File: src/sv/rbd_pkg.sv
`default_nettype none

package rbd_pkg;

    // ring capacity, a power of two so ring indexes wrap by truncation
    localparam int DEPTH = 16;
    localparam int IDX_W = $clog2(DEPTH);
    localparam int CNT_W = IDX_W + 1;

    // fixed field widths
    localparam int CMD_W    = 3;
    localparam int POS_W    = 4;
    localparam int STATUS_W = 2;
    localparam int WORD_W   = 32;

    typedef logic signed [WORD_W-1:0] word_t;
    typedef logic [IDX_W-1:0]         idx_t;
    typedef logic [CNT_W-1:0]         cnt_t;
    typedef logic [CMD_W-1:0]         cmd_t;
    typedef logic [POS_W-1:0]         pos_t;
    typedef logic [STATUS_W-1:0]      status_t;

    // command codes
    localparam cmd_t CMD_PUSH_BACK  = 3'd0;
    localparam cmd_t CMD_PUSH_FRONT = 3'd1;
    localparam cmd_t CMD_POP_FRONT  = 3'd2;
    localparam cmd_t CMD_POP_BACK   = 3'd3;
    localparam cmd_t CMD_REMOVE_AT  = 3'd4;
    localparam cmd_t CMD_SEARCH     = 3'd5;
    localparam cmd_t CMD_CLEAR      = 3'd6;

    // status codes
    localparam status_t STAT_OK    = 2'd0;
    localparam status_t STAT_FULL  = 2'd1;
    localparam status_t STAT_EMPTY = 2'd2;
    localparam status_t STAT_RANGE = 2'd3;

    // ring store port control
    typedef struct packed {
        logic wr_en;
        idx_t wr_addr;
        logic rd_en;
        idx_t rd_addr;
    } ram_ctrl_t;

endpackage

`default_nettype wire

File: src/sv/rbd_ring_ram.sv
`default_nettype none

module rbd_ring_ram (
    input  wire logic              aclk,
    input  wire rbd_pkg::ram_ctrl_t ctrl,
    input  wire rbd_pkg::word_t    wr_data,
    output rbd_pkg::word_t         rd_data
);
    import rbd_pkg::*;

    word_t mem [DEPTH];
    word_t rd_data_reg;

    // one write and one registered read per cycle
    always_ff @(posedge aclk) begin
        if (ctrl.wr_en) begin
            mem[ctrl.wr_addr] <= wr_data;
        end
        if (ctrl.rd_en) begin
            rd_data_reg <= mem[ctrl.rd_addr];
        end
    end

    assign rd_data = rd_data_reg;

endmodule

`default_nettype wire

File: src/sv/ring_buffer_deque.sv
// sequence: push, clear and rejected commands go idle, exec, finish; pops add a pop state;
// remove-at adds rm, then read/write per later entry; search adds read/compare per entry
// throughput: one word at a time; the next word is taken once the sequencer is
// back in idle, so a remove-at or search holds it for its whole ring store walk
// reset: synchronous active-low aresetn empties the deque (head and count zero);
// the ring store itself is not cleared and holds no valid bits
`default_nettype none

module ring_buffer_deque (
    input  wire logic              aclk,
    input  wire logic              aresetn,
    // command channel
    input  wire logic              s_valid,
    output logic                   s_ready,
    input  wire rbd_pkg::cmd_t     s_cmd,
    input  wire rbd_pkg::word_t    s_data_value,
    input  wire rbd_pkg::pos_t     s_position,
    // result channel
    output logic                   m_valid,
    input  wire logic              m_ready,
    output rbd_pkg::status_t       m_status,
    output rbd_pkg::word_t         m_result_value,
    output rbd_pkg::pos_t          m_found_position,
    output rbd_pkg::cnt_t          m_entry_count
);
    import rbd_pkg::*;

    // sequencer states
    localparam logic [3:0] S_IDLE   = 4'd0;  // waiting for a command word
    localparam logic [3:0] S_EXEC   = 4'd1;  // decode and first store access
    localparam logic [3:0] S_POP    = 4'd2;  // pop read data returns
    localparam logic [3:0] S_RM     = 4'd3;  // remove-at read data returns
    localparam logic [3:0] S_SH_RD  = 4'd4;  // shift loop: read next entry
    localparam logic [3:0] S_SH_WR  = 4'd5;  // shift loop: write it one place forward
    localparam logic [3:0] S_SR_RD  = 4'd6;  // search loop: read entry
    localparam logic [3:0] S_SR_CMP = 4'd7;  // search loop: compare entry
    localparam logic [3:0] S_FINISH = 4'd8;  // hand result to the output register

    logic [3:0] state_reg, state_next;

    // deque pointers
    idx_t head_reg, head_next;
    cnt_t count_reg, count_next;

    // latched command word
    cmd_t  cmd_reg, cmd_next;
    word_t value_reg, value_next;
    pos_t  pos_reg, pos_next;

    // walk index and per-command result
    idx_t    k_reg, k_next;
    status_t status_reg, status_next;
    word_t   word_reg, word_next;
    pos_t    found_reg, found_next;
    logic    hit_reg, hit_next;

    // output register
    logic    m_valid_reg, m_valid_next;
    status_t m_status_reg, m_status_next;
    word_t   m_word_reg, m_word_next;
    pos_t    m_found_reg, m_found_next;
    cnt_t    m_count_reg, m_count_next;

    // ring store
    ram_ctrl_t ram_ctrl;
    word_t     ram_wr_data;
    word_t     ram_rd_data;

    // shared ring address unit: head plus a logical offset, wrapped
    idx_t ring_off;
    idx_t ring_addr;
    assign ring_addr = IDX_W'(head_reg + ring_off);

    // shared bound compare: is there an entry after position k
    logic k_more;
    assign k_more = (CNT_W'(k_reg) + CNT_W'(1)) < count_reg;

    logic is_full, no_entries, out_free, match;
    assign is_full    = count_reg == CNT_W'(DEPTH);
    assign no_entries = count_reg == '0;
    assign out_free   = !m_valid_reg || m_ready;
    assign match      = ram_rd_data == value_reg;

    rbd_ring_ram u_ram (
        .aclk    (aclk),
        .ctrl    (ram_ctrl),
        .wr_data (ram_wr_data),
        .rd_data (ram_rd_data)
    );

    // logical offset of the entry the current state touches
    always_comb begin
        ring_off = k_reg;
        case (state_reg)
            S_EXEC: begin
                case (cmd_reg)
                    CMD_PUSH_BACK:  ring_off = IDX_W'(count_reg);
                    // one place before the current head
                    CMD_PUSH_FRONT: ring_off = '1;
                    CMD_POP_FRONT:  ring_off = '0;
                    CMD_POP_BACK:   ring_off = IDX_W'(count_reg - CNT_W'(1));
                    CMD_REMOVE_AT:  ring_off = IDX_W'(pos_reg);
                    default:        ring_off = k_reg;
                endcase
            end
            // new head after a front pop
            S_POP:   ring_off = IDX_W'(1);
            S_SH_RD: ring_off = k_reg + IDX_W'(1);
            default: ring_off = k_reg;
        endcase
    end

    always_comb begin
        state_next   = state_reg;
        head_next    = head_reg;
        count_next   = count_reg;
        cmd_next     = cmd_reg;
        value_next   = value_reg;
        pos_next     = pos_reg;
        k_next       = k_reg;
        status_next  = status_reg;
        word_next    = word_reg;
        found_next   = found_reg;
        hit_next     = hit_reg;
        m_valid_next = m_valid_reg;
        m_status_next = m_status_reg;
        m_word_next  = m_word_reg;
        m_found_next = m_found_reg;
        m_count_next = m_count_reg;

        ram_ctrl.wr_en   = 1'b0;
        ram_ctrl.rd_en   = 1'b0;
        ram_ctrl.wr_addr = ring_addr;
        ram_ctrl.rd_addr = ring_addr;
        ram_wr_data      = value_reg;

        // result leaves when the consumer takes it
        if (m_valid_reg && m_ready) begin
            m_valid_next = 1'b0;
        end

        case (state_reg)
            S_IDLE: begin
                if (s_valid) begin
                    cmd_next   = s_cmd;
                    value_next = s_data_value;
                    pos_next   = s_position;
                    state_next = S_EXEC;
                end
            end
            S_EXEC: begin
                status_next = STAT_OK;
                word_next   = '0;
                found_next  = '0;
                hit_next    = 1'b0;
                k_next      = '0;
                state_next  = S_FINISH;
                case (cmd_reg)
                    CMD_PUSH_BACK: begin
                        if (is_full) begin
                            status_next = STAT_FULL;
                        end else begin
                            ram_ctrl.wr_en = 1'b1;
                            count_next     = count_reg + CNT_W'(1);
                        end
                    end
                    CMD_PUSH_FRONT: begin
                        if (is_full) begin
                            status_next = STAT_FULL;
                        end else begin
                            ram_ctrl.wr_en = 1'b1;
                            head_next      = ring_addr;
                            count_next     = count_reg + CNT_W'(1);
                        end
                    end
                    CMD_POP_FRONT, CMD_POP_BACK: begin
                        if (no_entries) begin
                            status_next = STAT_EMPTY;
                        end else begin
                            ram_ctrl.rd_en = 1'b1;
                            state_next     = S_POP;
                        end
                    end
                    CMD_REMOVE_AT: begin
                        if (no_entries) begin
                            status_next = STAT_EMPTY;
                        end else if (CNT_W'(pos_reg) >= count_reg) begin
                            status_next = STAT_RANGE;
                        end else begin
                            ram_ctrl.rd_en = 1'b1;
                            k_next         = IDX_W'(pos_reg);
                            state_next     = S_RM;
                        end
                    end
                    CMD_SEARCH: begin
                        if (no_entries) begin
                            status_next = STAT_EMPTY;
                        end else begin
                            state_next = S_SR_RD;
                        end
                    end
                    CMD_CLEAR: begin
                        head_next  = '0;
                        count_next = '0;
                    end
                    default: begin
                        status_next = STAT_RANGE;
                    end
                endcase
            end
            S_POP: begin
                word_next  = ram_rd_data;
                count_next = count_reg - CNT_W'(1);
                if (cmd_reg == CMD_POP_FRONT) begin
                    head_next = ring_addr;
                end
                state_next = S_FINISH;
            end
            S_RM: begin
                word_next  = ram_rd_data;
                state_next = S_SH_RD;
            end
            S_SH_RD: begin
                if (k_more) begin
                    ram_ctrl.rd_en = 1'b1;
                    state_next     = S_SH_WR;
                end else begin
                    count_next = count_reg - CNT_W'(1);
                    state_next = S_FINISH;
                end
            end
            S_SH_WR: begin
                // close the gap: entry k+1 moves into place k
                ram_ctrl.wr_en = 1'b1;
                ram_wr_data    = ram_rd_data;
                k_next         = k_reg + IDX_W'(1);
                state_next     = S_SH_RD;
            end
            S_SR_RD: begin
                ram_ctrl.rd_en = 1'b1;
                state_next     = S_SR_CMP;
            end
            S_SR_CMP: begin
                // later matches overwrite earlier ones
                if (match) begin
                    hit_next   = 1'b1;
                    found_next = POS_W'(k_reg);
                end
                if (k_more) begin
                    k_next     = k_reg + IDX_W'(1);
                    state_next = S_SR_RD;
                end else begin
                    if (!(hit_reg || match)) begin
                        status_next = STAT_EMPTY;
                    end
                    state_next = S_FINISH;
                end
            end
            S_FINISH: begin
                if (out_free) begin
                    m_valid_next  = 1'b1;
                    m_status_next = status_reg;
                    m_word_next   = word_reg;
                    m_found_next  = found_reg;
                    m_count_next  = count_reg;
                    state_next    = S_IDLE;
                end
            end
            default: begin
                state_next = S_IDLE;
            end
        endcase
    end

    always_ff @(posedge aclk) begin
        if (!aresetn) begin
            state_reg   <= S_IDLE;
            head_reg    <= '0;
            count_reg   <= '0;
            m_valid_reg <= 1'b0;
        end else begin
            state_reg   <= state_next;
            head_reg    <= head_next;
            count_reg   <= count_next;
            m_valid_reg <= m_valid_next;
        end
    end

    // payload registers, no reset
    always_ff @(posedge aclk) begin
        cmd_reg      <= cmd_next;
        value_reg    <= value_next;
        pos_reg      <= pos_next;
        k_reg        <= k_next;
        status_reg   <= status_next;
        word_reg     <= word_next;
        found_reg    <= found_next;
        hit_reg      <= hit_next;
        m_status_reg <= m_status_next;
        m_word_reg   <= m_word_next;
        m_found_reg  <= m_found_next;
        m_count_reg  <= m_count_next;
    end

    // a new word is taken in idle even while a result still waits
    assign s_ready          = state_reg == S_IDLE;
    assign m_valid          = m_valid_reg;
    assign m_status         = m_status_reg;
    assign m_result_value   = m_word_reg;
    assign m_found_position = m_found_reg;
    assign m_entry_count    = m_count_reg;

endmodule

`default_nettype wire

File: config.mk
export PLATFORM = sky130hd
export DESIGN_NAME = ring_buffer_deque
export DESIGN_NICKNAME = d
export VERILOG_FILES = /design/src/sv/rbd_pkg.sv /design/src/sv/rbd_ring_ram.sv /design/src/sv/ring_buffer_deque.sv
export SDC_FILE = /design/constraint.sdc
export NUM_CORES = 1
export LEC_CHECK = 0
export ABC_CLOCK_PERIOD_IN_PS = 9090
export BUFFER_PORTS_ARGS = -buffer_cell sky130_fd_sc_hd__buf_2
export CAP_MARGIN = 20
export CORE_MARGIN = 5
export CORE_UTILIZATION = 60
export DETAILED_ROUTE_END_ITERATION = 16
export GPL_TIMING_DRIVEN = 0
export PLACE_DENSITY = 0.81
export SLEW_MARGIN = 10
export SYNTH_ARGS = -nofsm -noshare
export SYNTH_HDL_FRONTEND = slang
export SYNTH_SLANG_ARGS = --single-unit
File: constraint.sdc
create_clock -name aclk -period 9.09 [get_ports aclk]
set_input_delay 0.909 -clock aclk [delete_from_list [all_inputs] [get_ports aclk]]
set_output_delay 0.909 -clock aclk [all_outputs]
set_load 0.02 [all_outputs]
==> run metrics, run 1 <==
status=finished clean; Synth Cell Area=27050 um2; Core Region=44410 um2; Total GRT Usage=26.73%; ratio of cells with drive above 1 in the final layout=a little under a third; Seq/Total Area, Yosys=75.30%; synth-to-layout area growth=15.86%; DR vias/cell=about 6.6; CP startpoint kind=flip-flop; largest net degree at the start of global routing=27; Slew Viols, Final=0; antenna-violating nets left=0; cell count after placement=2088; post-synth top area share=74.27%; FMAX=159.3 MHz; worst slew pin tran=roughly 1.1 ns; Nets=1626; full die area=about 49000 um2; final hold violation count=0; CTS sink cnt=683; FF/Latch Area=between 20000 and 25000 um2; Max VDD drop=226.9 uV; dominant cells by area after synthesis=edfxtp_1, mux4_2, mux2i_1; Placement Rows=77; post-synth top area cell=edfxtp_1; Layout Skew=about 0.028 ns; IO Count=88; footprint of the multi-input gates=between 6000 and 7000 um2; Synth cell types=70; most common cell in the netlist=edfxtp_1; vias in the first global route=between 10000 and 15000; Cell Chain, Critical Path=buf_2 -> inv_1 -> ha_1 -> o21ai_0 -> a21boi_0 -> o221ai_1 -> nand2_1 -> o22ai_1 -> fa_1 -> clkbuf_1 -> clkbuf_1 -> clkbuf_1 -> nand2_1 -> nor3_2 -> buf_4 -> buf_6; CTS Hold Bufs=0; initial DRC count=between 1500 and 2000; Post-Syn Nets=1380; flop2flop setup slack=2.81 ns; Clock Root Buffer=clkbuf_16; fraction of registers with async set/reset=0%; Hold Slack=0.4114 ns; CTS tree=built; min Tclk post-route=6.276 ns; detailed placer's ending HPWL=around 44000 um; clock slew at reported path FFs=around 0.06 ns; largest fanout on the critical path=10; number of flops mapped to enable cells by yosys=669; total gr overflow=0; Crit-path slowest cell=clkbuf_1; Port Buffer Count=86; initial core utilization=60.90%; final wirelength=between 60000 and 70000 um; CTS resizes=0; Synth Register Bits=683; final setup fails=0; Yosys warning total=0; post-CTS setup buffer count=0; Die Height=about 220 um; Largest delay share family, worst path=buffers and inverters; wire per inst=roughly 30 um; syn avg cell area=20.48 um2; Crit path buffers/inverters=7; leakage power=10.67 nW; Cells after Synth=about 1300; Num CTS Buffers=66; most used cell, CP=clkbuf_1; RSZ-0062 raised after global routing=no; initial antenna violation count=2; CTS max path bufs=3; met2 routed WL=32970 um; met3 WL=6672 um; fin cells=2208; max reg flops=512; FILL cells=2570; WL met1=~24000 um; max-cap violations=0; die width=222.3 um; Worst-Skew Late Latency=about 0.6 ns; DR DRC count=0; Critical Path RT=9.37 ns; highest routed layer=met5; Max-slew headroom=26.94%; fin crit share=69.04%; Antenna Cells=0; wire length of the first global-routing pass=97190 um; Placer Congestion=0.8988; drt first pass iters=5; Synth Flop Type=edfxtp_1; critical path type=flip-flop to flip-flop; HP Class=flip-flop to flip-flop; Cell Pwr Density=351.9 nW/um2; H-tree Lvls=3; Commonest cells post-synth=edfxtp_1, mux4_2, mux2i_1; CP Capture Type=flip-flop; slowest stage delay, CP=0.72 ns; CP arrival=6.55 ns; routed vias=14590; Reg with most FFs=u_ram.mem
[area by class of cell]
class | count | share of cell area, %
Sequential cell | 683 | 65.00
Multi-Input combinational cell | 557 | 20.50
Clock buffer | 86 | 5.781
Timing Repair Buffer | 178 | 3.897
Tap cell | 592 | 2.363
Clock inverter | 31 | 1.305
Buffer | 68 | 0.9981
Inverter | 13 | 0.1557
[worst paths after layout]
kind | startpoint | endpoint | depth (start not counted)
max | count_reg[0] | u_ram.mem[1][10] | 16
min | word_reg[21] | m_result_value[21] | 0
max reg2reg | count_reg[0] | u_ram.mem[1][10] | 16
min reg2reg | word_reg[21] | m_result_value[21] | 0
[power breakdown]
group	internal (W)	total [W]	switching [W]
clock	0.00169	0.00282	0.00113
sequential	0.00401	0.00414	0.000131
combinational	0.00168	0.00407	0.00239
total	0.00738	0.0110	0.00365
[stage by stage]
stage	total power, W	util [%]	worst slack [ns]	TNS (ns)	instance area [um2]
after floorplan	0.006911	-	2.611	0	27050
after global placement	0.007940	63.54	-1.840	-532.91	28220
after detailed placement	0.008148	65.49	3.026	0	29090
after CTS	0.01100	70.49	2.957	0	31310
after global routing	0.01144	70.56	2.641	0	31340
final	0.01103	70.56	2.814	0	31340
[cell families after synthesis]
logic type,Yosys count,share of synthesized area (%)
compound gates,89,2.359
xor+xnor,42,1.415
fa+ha+maj,16,0.7678
buf+inv,81,1.337
flops,683,75.30
mux,258,15.62
simple gates,152,3.201
[placed cells by master, fill, tap and decap left out, types with 8 or more instances in the layout]
cell type,netlist,final
dfxtp_1,14,14
nor2_1,19,19
nor4_1,18,9
o21ai_0,12,12
inv_1,12,12
xor2_1,28,28
xnor2_1,12,12
mux4_2,128,128
mux2i_1,98,98
buf_6,3,17
ha_1,15,15
and3_1,34,34
buf_2,19,113
mux2_2,32,32
edfxtp_1,669,669
nor3_2,0,8
clkbuf_1,42,58
bufinv_16,0,10
clkinv_2,0,8
clkbuf_16,0,70
nand3_1,9,9
nand2_1,25,24
clkinv_1,1,11
nor4_2,0,9
buf_4,3,66
a21oi_1,16,16
[layer usage]
metal  global-route usage (%)  vias to the layer above
met2                    44.25                      978
met4                    10.74                        2
met1                    35.07                     7485
met3                    5.952                      180
met5                        0                        -
li1                         -                     5946
[worst register-to-register path, stage by stage, from the launching register on]
cell	delay, ns
dfxtp_1	0.41
buf_2	0.27
inv_1	0.11
ha_1	0.34
o21ai_0	0.14
a21boi_0	0.28
o221ai_1	0.17
nand2_1	0.13
o22ai_1	0.11
fa_1	0.70
clkbuf_1	0.49
clkbuf_1	0.72
clkbuf_1	0.56
nand2_1	0.32
nor3_2	0.71
buf_4	0.32
buf_6	0.20
(Power assumes the default switching activity.)
==> run 2: changes to the inputs <==
ABC_CLOCK_PERIOD_IN_PS = 5650   (was 9090)
CORE_UTILIZATION = 56   (was 60)
PLACE_DENSITY = 0.8   (was 0.81)
clock period = 5.65 ns   (was 9.09 ns; I/O delays follow)
==> run 2 against run 1 <==
Die area grew 6.8%. Critical endpoint is now u_ram.mem[12][18]. Maximum frequency rose by 15%. Sequential share of layout area fell by 0.29 points. Final cell count grew 1.2%. Via count is 0.15% lower. Critical path type unchanged.
==> run metrics, run 2 (same netlist as run 1, synthesis figures left out) <==
CTS sink cnt=683 (unchanged); final setup fails=0 (unchanged); initial DRC count=1865 (-1.7%); drt first pass iters=5 (unchanged); Placer Congestion=0.8721 (-3.0%); CP Capture Type=flip-flop; Slew Viols, Final=0 (unchanged); Max-slew headroom=22.26% (-4.7 points); Nets=1626 (unchanged); CTS max path bufs=3 (unchanged); worst slew pin tran=1.158 ns (+0.06253 ns); largest net degree at the start of global routing=28 (+3.7%); Final Power=0.01764 W (+60%); HP Class=input pin to flip-flop; IO Count=88 (unchanged); largest fanout on the critical path=19 (+9); full die area=52800 um2 (+6.8%); Core Region=47750 um2 (+7.5%); fin cells=2235 (+1.2%); Placement Rows=80 (+3.9%); Cell Pwr Density=560.2 nW/um2 (+59%); Seq pwr share=37.7% (+0.2 points); clock slew at reported path FFs=0.07 ns (about the same); Comb pwr share=36.9% (about the same); status=finished clean; max reg flops=512 (unchanged); leakage power=10.74 nW (+0.59%); Clock Root Buffer=clkbuf_16; commonest non-fill, non-tap cell in the layout=edfxtp_1; commonest non-fill, non-tap cells in the layout=edfxtp_1, mux4_2, buf_2, mux2i_1, clkbuf_16; final wirelength=66770 um (+0.71%); RSZ-0062 raised after global routing=no; Worst-Skew Late Latency=0.61 ns (+0.02 ns); H-tree Lvls=3 (unchanged); DR vias/cell=6.519 (-1.4%); initial antenna violation count=1 (-1); wire length of the first global-routing pass=97810 um (+0.64%); Reg with most FFs=u_ram.mem; FMAX=182.6 MHz (+15%); Layout Skew=0.02936 ns (+0.001013 ns); routed vias=14570 (-0.15%); Port Buffer Count=86 (unchanged); CP startpoint kind=flip-flop; detailed placer's ending HPWL=44510 um (+1.0%); pre-CTS WS=-0.3896 ns (-3.416 ns); synth-to-layout area growth=16.39%; setup ws final=0.1725 ns (-2.641 ns); FILL cells=2908 (+13%); min Tclk post-route=5.478 ns (-0.7986 ns); CP arrival=5.77 ns (-0.78 ns); wire per inst=29.88 um (-0.50%); DR DRC count=0 (unchanged); CTS tree=built; vias in the first global route=14850 (+0.79%); ratio of cells with drive above 1 in the final layout=30.64% (+0.50 points); Sw Pwr=0.005883 W (+61%); antenna-violating nets left=0 (unchanged); Total GRT Usage=25.21% (-1.5 points); cell count after placement=2111 (+1.1%); clock share of power=25.4% (-0.2 points); P_int=0.01175 W (+59%); Max VDD drop=366.7 uV (+62%); total gr overflow=0 (unchanged); Num CTS Buffers=69 (+4.5%); final hold violation count=0 (unchanged); die width=229.8 um (+3.4%); Critical Path RT=5.94 ns (-3.43 ns); fin crit share=96.95% (+28 points); Die Height=229.8 um (+3.4%); critical path type=flip-flop to flip-flop; initial core utilization=56.65% (-4.3 points); sw frac=33.35% (+0.30 points); max-cap violations=0 (unchanged)
## run 2: critical path: stages, from the launching register on
cell and delay (ns):
dfxtp_1 0.31, buf_6 0.14, or4b_1 0.51, clkbuf_1 0.21, a221oi_1 0.34, o22a_1 0.22, ha_1 0.17, inv_1 0.06
fa_1 0.69, clkbuf_1 0.46, clkbuf_4 0.50, nand2_1 0.33, nor3_4 0.59, buf_6 0.25, buf_8 0.19, buf_16 0.17
## run 2: what timing repair did
item / 4_1_cts / 5_1_grt
hold buffers: 0 / 0
setup endpoints to repair: 224 / 74
setup buffers: 0 / 0
gates resized for setup: 4 / 3
## run 2: final timing paths
path | cells past startpoint | startpoint | end | slack [ns]
worst max register to register | 15 | state_reg[3] | u_ram.mem[12][18] | 0.17
worst min register to register | 0 | word_reg[19] | m_result_value[19] | 0.41
worst max-delay path | 15 | state_reg[3] | u_ram.mem[12][18] | 0.17
worst min-delay path | 1 | s_data_value[27] | value_reg[27] | 0.13
## run 2: final cells by class
| class | instances | area [um2] | share of cell area, % |
|---|---|---|---|
| Sequential cell | 683 | 20370 | 64.70 |
| Multi-Input combinational cell | 557 | 6495 | 20.63 |
| Clock buffer | 88 | 1883 | 5.981 |
| Timing Repair Buffer | 177 | 1282 | 4.074 |
| Tap cell | 615 | 769.5 | 2.444 |
| Clock inverter | 35 | 322.8 | 1.025 |
| Buffer | 66 | 309.0 | 0.9816 |
| Inverter | 13 | 48.80 | 0.1550 |
| Antenna cell | 1 | 2.502 | 0.007948 |
## run 2: metal layers
layer / vias to the layer above / share of wire [%] / track usage [%]
li1: 5947 / - / -
met1: 7472 / 36 / 32.66
met2: 952 / 50 / 41.81
met3: 198 / 9.6 / 5.749
met4: 0 / 4.4 / 10.59
met5: - / 0 / 0
## run 2: power by group through the flow
stage,registers [W],logic [W],clock network [W]
floorplan,0.00678,0.00434,0
global placement,0.00680,0.00603,0
detailed placement,0.00675,0.00638,0
CTS,0.00665,0.00648,0.00452
global route,0.00668,0.00693,0.00475
finish,0.00666,0.00651,0.00447
## run 2: metrics by stage
| step | hold WS [ns] | util [%] | TNS (ns) | area (um2) |
|---|---|---|---|---|
| 2_1_floorplan | 0.4003 | - | -251.23 | 27070 |
| 3_5_place_dp | 0.4045 | 61.18 | -38.01 | 29210 |
| 4_1_cts | 0.1085 | 65.85 | 0 | 31440 |
| 5_1_grt | 0.1152 | 65.93 | 0 | 31480 |
| 6_report | 0.1325 | 65.94 | 0 | 31480 |
| 3_3_place_gp | 0.4014 | 59.21 | -2234.84 | 28270 |
